[src/rtl/core/lzbd_pkg.sv]
`timescale 1ns / 1ps
`default_nettype none
package lzbd_pkg;

   localparam int WINDOW_DEPTH = 256;
   localparam int WIN_AW       = $clog2(WINDOW_DEPTH);
   localparam int BYTE_W       = 8;
   localparam int FIELD_BITS   = 8;
   localparam int LEN_BITS     = 4;
   localparam int HAVE_W       = 4;
   localparam int CNT_W        = LEN_BITS + 1;
   localparam logic [WIN_AW-1:0] WP_RESET = WIN_AW'(1);

   typedef enum logic [1:0] {
      PH_FLAG,
      PH_LIT,
      PH_POS,
      PH_LEN
   } phase_type;

   typedef enum logic [1:0] {
      TOK_NONE,
      TOK_LIT,
      TOK_END,
      TOK_COPY
   } tok_type;

   typedef enum logic {
      ST_IDLE,
      ST_COPY
   } ctl_state_type;

   typedef struct packed {
      phase_type           phase;
      logic [BYTE_W-1:0]   partial;
      logic [HAVE_W-1:0]   have;
      logic [WIN_AW-1:0]   match_pos;
   } parse_state_type;

   typedef struct packed {
      parse_state_type     nxt;
      tok_type             tok;
      logic [BYTE_W-1:0]   value;
      logic [LEN_BITS-1:0] len;
   } parse_result_type;

   typedef struct packed {
      logic accept;
      logic copy_step;
   } ctl_cmd_type;

   typedef struct packed {
      tok_type tok;
      logic    out_free;
      logic    copy_done;
   } dp_status_type;

   localparam parse_state_type PARSE_RESET = '{
      phase: PH_FLAG, partial: '0, have: '0, match_pos: '0};

   // Runs the token parser over all bits of one byte, MSB first.
   // At most one token completes per byte; bits after an end token are dropped.
   function automatic parse_result_type lzbd_parse(parse_state_type st,
                                                   logic [BYTE_W-1:0] din);
      parse_result_type  r;
      logic              stop;
      logic [BYTE_W-1:0] pf;
      r       = '{nxt: st, tok: TOK_NONE, value: '0, len: '0};
      stop    = 1'b0;
      pf      = '0;
      for (int i = BYTE_W - 1; i >= 0; i--) begin
         if (!stop) begin
            if (r.nxt.phase == PH_FLAG) begin
               r.nxt.phase   = din[i] ? PH_LIT : PH_POS;
               r.nxt.partial = '0;
               r.nxt.have    = '0;
            end else begin
               pf            = {r.nxt.partial[BYTE_W-2:0], din[i]};
               r.nxt.partial = pf;
               r.nxt.have    = r.nxt.have + HAVE_W'(1);
               case (r.nxt.phase)
                  PH_LIT: begin
                     if (r.nxt.have == HAVE_W'(FIELD_BITS)) begin
                        r.tok         = TOK_LIT;
                        r.value       = pf;
                        r.nxt.phase   = PH_FLAG;
                        r.nxt.partial = '0;
                        r.nxt.have    = '0;
                     end
                  end
                  PH_POS: begin
                     if (r.nxt.have == HAVE_W'(FIELD_BITS)) begin
                        r.nxt.have = '0;
                        if (pf == '0) begin
                           r.tok       = TOK_END;
                           r.nxt.phase = PH_FLAG;
                           stop        = 1'b1;
                        end else begin
                           r.nxt.match_pos = pf[WIN_AW-1:0];
                           r.nxt.partial   = '0;
                           r.nxt.phase     = PH_LEN;
                        end
                     end
                  end
                  PH_LEN: begin
                     if (r.nxt.have == HAVE_W'(LEN_BITS)) begin
                        r.tok         = TOK_COPY;
                        r.value       = BYTE_W'(r.nxt.match_pos);
                        r.len         = pf[LEN_BITS-1:0];
                        r.nxt.phase   = PH_FLAG;
                        r.nxt.partial = '0;
                        r.nxt.have    = '0;
                     end
                  end
                  default: begin
                  end
               endcase
            end
         end
      end
      return r;
   endfunction

endpackage
`default_nettype wire

[src/rtl/core/lzbd_req_if.sv]
`timescale 1ns / 1ps
`default_nettype none
interface lzbd_req_if;
   logic       valid;
   logic       ready;
   logic [7:0] in_byte;

   modport source (output valid, output in_byte, input ready);
   modport sink   (input valid, input in_byte, output ready);
endinterface
`default_nettype wire

[src/rtl/core/lzbd_rsp_if.sv]
`timescale 1ns / 1ps
`default_nettype none
interface lzbd_rsp_if;
   logic       valid;
   logic       ready;
   logic [7:0] out_byte;
   logic       stream_end;
   logic       last;

   modport source (output valid, output out_byte, output stream_end, output last,
                   input ready);
   modport sink   (input valid, input out_byte, input stream_end, input last,
                   output ready);
endinterface
`default_nettype wire

[src/rtl/core/lzbd_ctrl.sv]
`timescale 1ns / 1ps
`default_nettype none
module lzbd_ctrl (
   input  wire                    clock,
   input  wire                    reset,
   input  wire                    req_valid,
   output logic                   req_ready,
   output lzbd_pkg::ctl_cmd_type  cmd,
   input  lzbd_pkg::dp_status_type status
);
   import lzbd_pkg::*;

   ctl_state_type state_ff;
   ctl_state_type state_in;

   always_ff @(posedge clock) begin
      if (reset) begin
         state_ff <= ST_IDLE;
      end else begin
         state_ff <= state_in;
      end
   end

   always_comb begin
      state_in = state_ff;
      case (state_ff)
         ST_IDLE: begin
            if (req_valid && status.out_free && status.tok == TOK_COPY) begin
               state_in = ST_COPY;
            end
         end
         ST_COPY: begin
            if (status.out_free && status.copy_done) begin
               state_in = ST_IDLE;
            end
         end
         default: begin
            state_in = ST_IDLE;
         end
      endcase
   end

   always_comb begin
      req_ready     = 1'b0;
      cmd.accept    = 1'b0;
      cmd.copy_step = 1'b0;
      case (state_ff)
         ST_IDLE: begin
            req_ready  = status.out_free;
            cmd.accept = status.out_free && req_valid;
         end
         ST_COPY: begin
            cmd.copy_step = status.out_free;
         end
         default: begin
         end
      endcase
   end

endmodule
`default_nettype wire

[src/rtl/core/lzbd_datapath.sv]
`timescale 1ns / 1ps
`default_nettype none
module lzbd_datapath (
   input  wire                              clock,
   input  wire                              reset,
   input  wire [lzbd_pkg::BYTE_W-1:0]       in_byte,
   input  wire                              rsp_ready,
   output logic                             rsp_valid,
   output logic [lzbd_pkg::BYTE_W-1:0]      out_byte,
   output logic                             stream_end,
   output logic                             last,
   input  lzbd_pkg::ctl_cmd_type            cmd,
   output lzbd_pkg::dp_status_type          status
);
   import lzbd_pkg::*;

   parse_state_type   ps_ff;
   parse_state_type   ps_in;
   logic              halted_ff;
   logic              halted_in;
   logic [WIN_AW-1:0] wp_ff;
   logic [WIN_AW-1:0] wp_in;
   logic [WIN_AW-1:0] mp_ff;
   logic [WIN_AW-1:0] mp_in;
   logic [CNT_W-1:0]  cnt_ff;
   logic [CNT_W-1:0]  cnt_in;

   logic [BYTE_W-1:0] mem [WINDOW_DEPTH];
   logic              vld_ff [WINDOW_DEPTH];

   logic [BYTE_W-1:0] rd_ff;
   logic              rd_vld_ff;
   logic              byp_ff;
   logic [BYTE_W-1:0] byp_data_ff;
   logic [BYTE_W-1:0] rd_val;

   logic              out_valid_ff;
   logic              out_valid_in;
   logic [BYTE_W-1:0] out_byte_ff;
   logic [BYTE_W-1:0] out_byte_in;
   logic              out_end_ff;
   logic              out_end_in;
   logic              out_last_ff;
   logic              out_last_in;

   parse_result_type  pr;
   tok_type           tok;
   logic              out_free;
   logic              we;
   logic [BYTE_W-1:0] wdata;
   logic              load;

   assign pr       = lzbd_parse(ps_ff, in_byte);
   assign tok      = halted_ff ? TOK_NONE : pr.tok;
   assign out_free = !out_valid_ff || rsp_ready;
   assign rd_val   = byp_ff ? byp_data_ff : (rd_vld_ff ? rd_ff : '0);

   assign status.tok       = tok;
   assign status.out_free  = out_free;
   assign status.copy_done = (cnt_ff == '0);

   assign we    = (cmd.accept && tok == TOK_LIT) || cmd.copy_step;
   assign wdata = cmd.copy_step ? rd_val : pr.value;
   assign load  = (cmd.accept && (tok == TOK_LIT || tok == TOK_END)) || cmd.copy_step;

   always_comb begin
      ps_in        = ps_ff;
      halted_in    = halted_ff;
      wp_in        = we ? wp_ff + WIN_AW'(1) : wp_ff;
      mp_in        = mp_ff;
      cnt_in       = cnt_ff;
      out_valid_in = out_valid_ff;
      out_byte_in  = out_byte_ff;
      out_end_in   = out_end_ff;
      out_last_in  = out_last_ff;
      if (cmd.accept && !halted_ff) begin
         ps_in = pr.nxt;
         if (tok == TOK_END) begin
            halted_in = 1'b1;
         end
         if (tok == TOK_COPY) begin
            mp_in  = pr.value[WIN_AW-1:0];
            cnt_in = CNT_W'(pr.len) + CNT_W'(1);
         end
      end
      if (cmd.copy_step) begin
         mp_in  = mp_ff + WIN_AW'(1);
         cnt_in = cnt_ff - CNT_W'(1);
      end
      if (load) begin
         out_valid_in = 1'b1;
         out_byte_in  = cmd.copy_step ? rd_val : pr.value;
         out_end_in   = !cmd.copy_step && tok == TOK_END;
         out_last_in  = cmd.copy_step ? (cnt_ff == '0) : 1'b1;
         if (!cmd.copy_step && tok == TOK_END) begin
            out_byte_in = '0;
         end
      end else if (rsp_ready) begin
         out_valid_in = 1'b0;
      end
   end

   always_ff @(posedge clock) begin
      if (reset) begin
         ps_ff        <= PARSE_RESET;
         halted_ff    <= 1'b0;
         wp_ff        <= WP_RESET;
         mp_ff        <= '0;
         cnt_ff       <= '0;
         out_valid_ff <= 1'b0;
      end else begin
         ps_ff        <= ps_in;
         halted_ff    <= halted_in;
         wp_ff        <= wp_in;
         mp_ff        <= mp_in;
         cnt_ff       <= cnt_in;
         out_valid_ff <= out_valid_in;
      end
   end

   always_ff @(posedge clock) begin
      out_byte_ff <= out_byte_in;
      out_end_ff  <= out_end_in;
      out_last_ff <= out_last_in;
   end

   // window: one write port, one registered read port at the copy source
   always_ff @(posedge clock) begin
      if (we) begin
         mem[wp_ff] <= wdata;
      end
      rd_ff <= mem[mp_in];
   end

   always_ff @(posedge clock) begin
      if (reset) begin
         for (int i = 0; i < WINDOW_DEPTH; i++) begin
            vld_ff[i] <= 1'b0;
         end
      end else if (we) begin
         vld_ff[wp_ff] <= 1'b1;
      end
   end

   // read-during-write forwarding for overlapping copies
   always_ff @(posedge clock) begin
      rd_vld_ff   <= vld_ff[mp_in];
      byp_ff      <= we && (wp_ff == mp_in);
      byp_data_ff <= wdata;
   end

   assign rsp_valid  = out_valid_ff;
   assign out_byte   = out_byte_ff;
   assign stream_end = out_end_ff;
   assign last       = out_last_ff;

endmodule
`default_nettype wire

[src/rtl/core/lzss_bitstream_decoder.sv]
`timescale 1ns / 1ps
`default_nettype none
// Output: a literal or end result appears in the cycle after the byte's beat;
// a match's first copied byte passes the window read register, then the output one.
// A byte with no token end, a literal or the end token is taken with no copy pass;
// a byte that ends a match starts a copy pass of L+2 bytes, set by the window's
// single read port, one copied byte per cycle while the output is free.
// Reset: synchronous, active high; window valid bits clear at once, no clearing pass.
module lzss_bitstream_decoder (
   input  wire              clock,
   input  wire              reset,
   lzbd_req_if.sink         req_ch,
   lzbd_rsp_if.source       rsp_ch
);
   import lzbd_pkg::*;

   ctl_cmd_type   cmd;
   dp_status_type status;

   lzbd_ctrl u_ctrl (
      .clock     (clock),
      .reset     (reset),
      .req_valid (req_ch.valid),
      .req_ready (req_ch.ready),
      .cmd       (cmd),
      .status    (status)
   );

   lzbd_datapath u_datapath (
      .clock      (clock),
      .reset      (reset),
      .in_byte    (req_ch.in_byte),
      .rsp_ready  (rsp_ch.ready),
      .rsp_valid  (rsp_ch.valid),
      .out_byte   (rsp_ch.out_byte),
      .stream_end (rsp_ch.stream_end),
      .last       (rsp_ch.last),
      .cmd        (cmd),
      .status     (status)
   );

endmodule
`default_nettype wire
[src/flat_wrapper.sv]
// flat-port wrapper written by rule: the top's interface ports become plain ports
module lzss_bitstream_decoder_flat import lzbd_pkg::*;
  (clock, reset, req_ch_valid, req_ch_in_byte, req_ch_ready, rsp_ch_valid, rsp_ch_out_byte, rsp_ch_stream_end, rsp_ch_last, rsp_ch_ready);
  lzbd_req_if req_ch_i ();
  lzbd_rsp_if rsp_ch_i ();
  input  wire clock;
  input  wire reset;
  input wire logic [$bits(req_ch_i.valid)-1:0] req_ch_valid;
  input wire logic [$bits(req_ch_i.in_byte)-1:0] req_ch_in_byte;
  output wire logic [$bits(req_ch_i.ready)-1:0] req_ch_ready;
  output wire logic [$bits(rsp_ch_i.valid)-1:0] rsp_ch_valid;
  output wire logic [$bits(rsp_ch_i.out_byte)-1:0] rsp_ch_out_byte;
  output wire logic [$bits(rsp_ch_i.stream_end)-1:0] rsp_ch_stream_end;
  output wire logic [$bits(rsp_ch_i.last)-1:0] rsp_ch_last;
  input wire logic [$bits(rsp_ch_i.ready)-1:0] rsp_ch_ready;
  assign req_ch_i.valid = req_ch_valid;
  assign req_ch_i.in_byte = req_ch_in_byte;
  assign req_ch_ready = req_ch_i.ready;
  assign rsp_ch_valid = rsp_ch_i.valid;
  assign rsp_ch_out_byte = rsp_ch_i.out_byte;
  assign rsp_ch_stream_end = rsp_ch_i.stream_end;
  assign rsp_ch_last = rsp_ch_i.last;
  assign rsp_ch_i.ready = rsp_ch_ready;
  lzss_bitstream_decoder u_core (.clock(clock), .reset(reset), .req_ch(req_ch_i), .rsp_ch(rsp_ch_i));
endmodule
[config.mk]
export PLATFORM = sky130hd
export DESIGN_NAME = lzss_bitstream_decoder_flat
export DESIGN_NICKNAME = d
export VERILOG_FILES = /design/src/rtl/core/lzbd_pkg.sv /design/src/rtl/core/lzbd_req_if.sv /design/src/rtl/core/lzbd_rsp_if.sv /design/src/rtl/core/lzbd_ctrl.sv /design/src/rtl/core/lzbd_datapath.sv /design/src/rtl/core/lzss_bitstream_decoder.sv /design/src/flat_wrapper.sv
export SDC_FILE = /design/constraint.sdc
export NUM_CORES = 2
export LEC_CHECK = 0
export BUFFER_PORTS_ARGS = -buffer_cell sky130_fd_sc_hd__buf_2
export CAP_MARGIN = 20
export CORE_AREA = 5 5 455 457
export CTS_CLUSTER_DIAMETER = 100
export CTS_CLUSTER_SIZE = 40
export DETAILED_ROUTE_END_ITERATION = 8
export DIE_AREA = 0 0 460 462
export MAX_ROUTING_LAYER = met4
export PLACE_DENSITY_LB_ADDON = 0.08
export RECOVER_POWER = 25
export SLEW_MARGIN = 20
export SYNTH_ARGS = -nofsm -noshare
export SYNTH_HDL_FRONTEND = slang
export SYNTH_SLANG_ARGS = --single-unit
export TNS_END_PERCENT = 5
[constraint.sdc]
create_clock -name clock -period 38.4 [get_ports clock]
set_input_delay 7.68 -clock clock [delete_from_list [all_inputs] [get_ports clock]]
set_output_delay 7.68 -clock clock [all_outputs]
set_load 0.02 [all_outputs]
==> flow_metrics.py <==
metrics = {
    "grt": {
        "overflow": 0,
        "grt_pass1_wl_um": 452000,
        "antenna_found_initial": 7,
        "grtUsageTotal": 0.299,
        "grt_max_degree": 230,
        "grt_pass1_vias": 62000,
    },
    "synthesis": {
        "synth_edf_count": 2058,
        "ys_seq_area_frac": 0.679,
        "synth_async_sr_flop_share": 0,
        "synth_seq_cells": 2377,
        "syn_avg_cell_area_sq_um": 12.2,
        "synth_nets": 8253,
        "synth_top_area_frac": 0.616,
        "synth_cell_types": 124,
        "yosys_warnings": 0,
        "synth_top_cell_by_area": "edfxtp_1",
        "synth_flop_cell": "edfxtp_1",
        "synth_area_sq_um": 100000,
        "synthCells": 8215,
        "synth_area_leaders": "edfxtp_1 (62%), dfxtp_1 (6.4%), nand2_1 (6.0%)",
    },
    "setup_path": {
        "critical_path.slowest_cell": "o21ai_0",
        "end_kind": "flop",
        "rr_worst_depth": 71,
        "crit_arrival_ns": 32.13,
        "rrSetupSlack_ns": 11.60,
        "worstReg2RegStart": "u_core.u_datapath.ps_ff[8]",
        "critical_path_class": "input pin to flop",
        "slowest_delay_ns": 1.34,
        "r2r-end": "u_core.u_datapath.rd_ff[0]",
        "setup.worst_path.start_class": "input pin",
        "required_ns": 39.07,
        "cp_max_fo": 141,
    },
    "timing": {
        "skew_ns": 0.0561,
        "period_share": 0.819,
        "slew-limit-headroom": -2.06,
        "layout_setup_ws_ns": 6.94,
        "whs_ns": 0.484,
        "setup_violations": 0,
        "tns_ns": 0,
        "final-hold-violation-count": 0,
        "worstMarginPinSlew_ns": 4.59,
        "layout_min_cycle_time_ns": 31.46,
        "rsz0062_at_grt": "false",
        "max_freq_ghz": 0.0318,
        "final-max-slew-violation-count": 886,
    },
    "placement": {
        "io_buffers": 23,
        "place_ws_ns": 10.30,
        "dp_hpwl_um": 195000,
        "dp_cells": 10600,
        "globalplace.congestion": 0.927,
    },
    "route": {
        "num_vias": 66900,
        "first_iter_violations": 8857,
        "drt-total-wl_um": 315000,
        "antenna_left": 0,
        "drc": 0,
        "wire_per_inst_um": 29.3,
        "viasPerCell": 6.22,
        "first_pass_iters": 7,
    },
    "run_status": {
        "status": "finished, violations left",
        "violations": "max-capacitance violations, max-slew violations",
    },
    "die": {
        "coreArea_sq_um": 203000,
        "die_y_um": 462,
        "die_w_um": 460,
        "fp-row-count": 166,
        "start_util": 0.494,
        "die-area_sq_um": 213000,
        "io_pins": 24,
    },
    "min_path": {
        "worstHoldStart": "u_core.u_datapath.vld_ff[109]",
        "hold_class": "flop to flop",
        "hold_path_depth": 2,
        "whs_endpoint": "u_core.u_datapath.vld_ff[109]",
    },
    "cts": {
        "clockRootBuffer": "clkbuf_16",
        "cts_tree": "built",
        "cts_sinks": 2377,
        "post_cts_buffers": 0,
        "numCtsBuffers": 81,
        "hold_buffers": 0,
        "cts_htree_levels": 3,
        "cts_buffer_depth": 3,
        "clock_latency_ns": 0.82,
        "cts_resized": 0,
        "clk_pin_slew_ns": 0.15,
    },
    "finish": {
        "nets": 8035,
        "most-common-layout-cells": "edfxtp_1 (2058), nand2_1 (1609), nor2_1 (887)",
        "drive_gt1_frac": 0.0597,
        "area_growth_pct": 5.68,
        "n_fill_cell": 17500,
        "final-instance-count-excl-fill": 10800,
        "final_common_cell": "edfxtp_1",
    },
    "job": {
        "maxCapViolCount": 17,
    },
}
-- area by class of cell --
class                           count  area, sq um  area share
Timing Repair Buffer              197         1460      0.0138
Clock inverter                     40          636     0.00599
Tap cell                         2688         3360      0.0317
Inverter                           75          282     0.00265
Multi-Input combinational cell   5265        30000       0.282
Sequential cell                  2377        68200       0.643
Antenna cell                        3         7.51   0.0000708
Clock buffer                      109         2200      0.0207
-- synthesized netlist by cell type, types with 36 or more instances --
library cell / n
edfxtp_1: 2058
nand2_1: 1609
nor2_1: 912
nand3_1: 715
mux2i_1: 559
dfxtp_1: 319
clkbuf_1: 214
buf_2: 192
a21oi_1: 144
nand4_1: 141
a211oi_1: 125
o21ai_0: 86
nor3_1: 79
inv_1: 75
a32oi_1: 70
a31oi_1: 58
and3_1: 55
buf_1: 49
a22oi_1: 41
a221oi_1: 36
-- registers in the layout, indices dropped and copies added (netlist names), 5 cells and up --
register / count
u_core.u_datapath.mem: 2048
u_core.u_datapath.vld_ff: 256
u_core.u_datapath.ps_ff: 21
u_core.u_datapath.byp_data_ff: 8
u_core.u_datapath.mp_ff: 8
u_core.u_datapath.out_byte: 8
u_core.u_datapath.rd_ff: 8
u_core.u_datapath.wp_ff: 8
u_core.u_datapath.cnt_ff: 5
-- logic make-up after synthesis --
| group | after synthesis | share of synthesized area |
|---|---|---|
| and+or+nand+nor | 3670 | 0.158 |
| DFF | 2377 | 0.679 |
| AOI/OAI and AO/OA | 952 | 0.0721 |
| muxes | 590 | 0.0594 |
| buffers and inverters | 573 | 0.0258 |
| xor gates and xnor gates | 27 | 0.00236 |
| adders and majority gates | 26 | 0.00324 |
-- per-layer routing --
| metal | track usage | part of all wire | vias up |
|---|---|---|---|
| li1 | - | - | 29700 |
| met1 | 0.419 | 0.42 | 33800 |
| met2 | 0.463 | 0.46 | 2943 |
| met3 | 0.0383 | 0.080 | 406 |
| met4 | 0.0842 | 0.032 | 0 |
| met5 | - | 0 | - |
-- worst max-delay path, delay by kind of cell --
family,cells,cell delay (ns)
buffers and inverters,8,3.09
adders and majority gates,7,2.09
muxes,4,1.16
and+or+nand+nor,31,10.27
AOI/OAI and AO/OA,16,7.51
-- per-stage QoR --
step           utilization  cell area [sq um]
2_1_floorplan            -             100000
3_3_place_gp         0.509             103000
3_5_place_dp         0.509             103000
4_1_cts              0.523             106000
5_1_grt              0.522             106000
6_report             0.522             106000
-- worst max-delay path by stage --
stage	start	endpoint	slack, ns	cells after the start
detailed placement	req_ch_in_byte[7]	u_core.u_datapath.rd_ff[0]	10.30	66
finish	req_ch_in_byte[7]	u_core.u_datapath.rd_ff[0]	6.94	66
global route	req_ch_in_byte[7]	u_core.u_datapath.rd_ff[0]	5.24	66
CTS	req_ch_in_byte[7]	u_core.u_datapath.rd_ff[0]	11.15	66
floorplan	req_ch_in_byte[7]	u_core.u_datapath.mem[0][1]	11.35	53
global placement	req_ch_in_byte[7]	u_core.u_datapath.rd_ff[2]	10.10	66
Power is left out: the tool's default activity adds up to more than one toggle a clock period on the data nets, which glitch-free logic cannot reach.
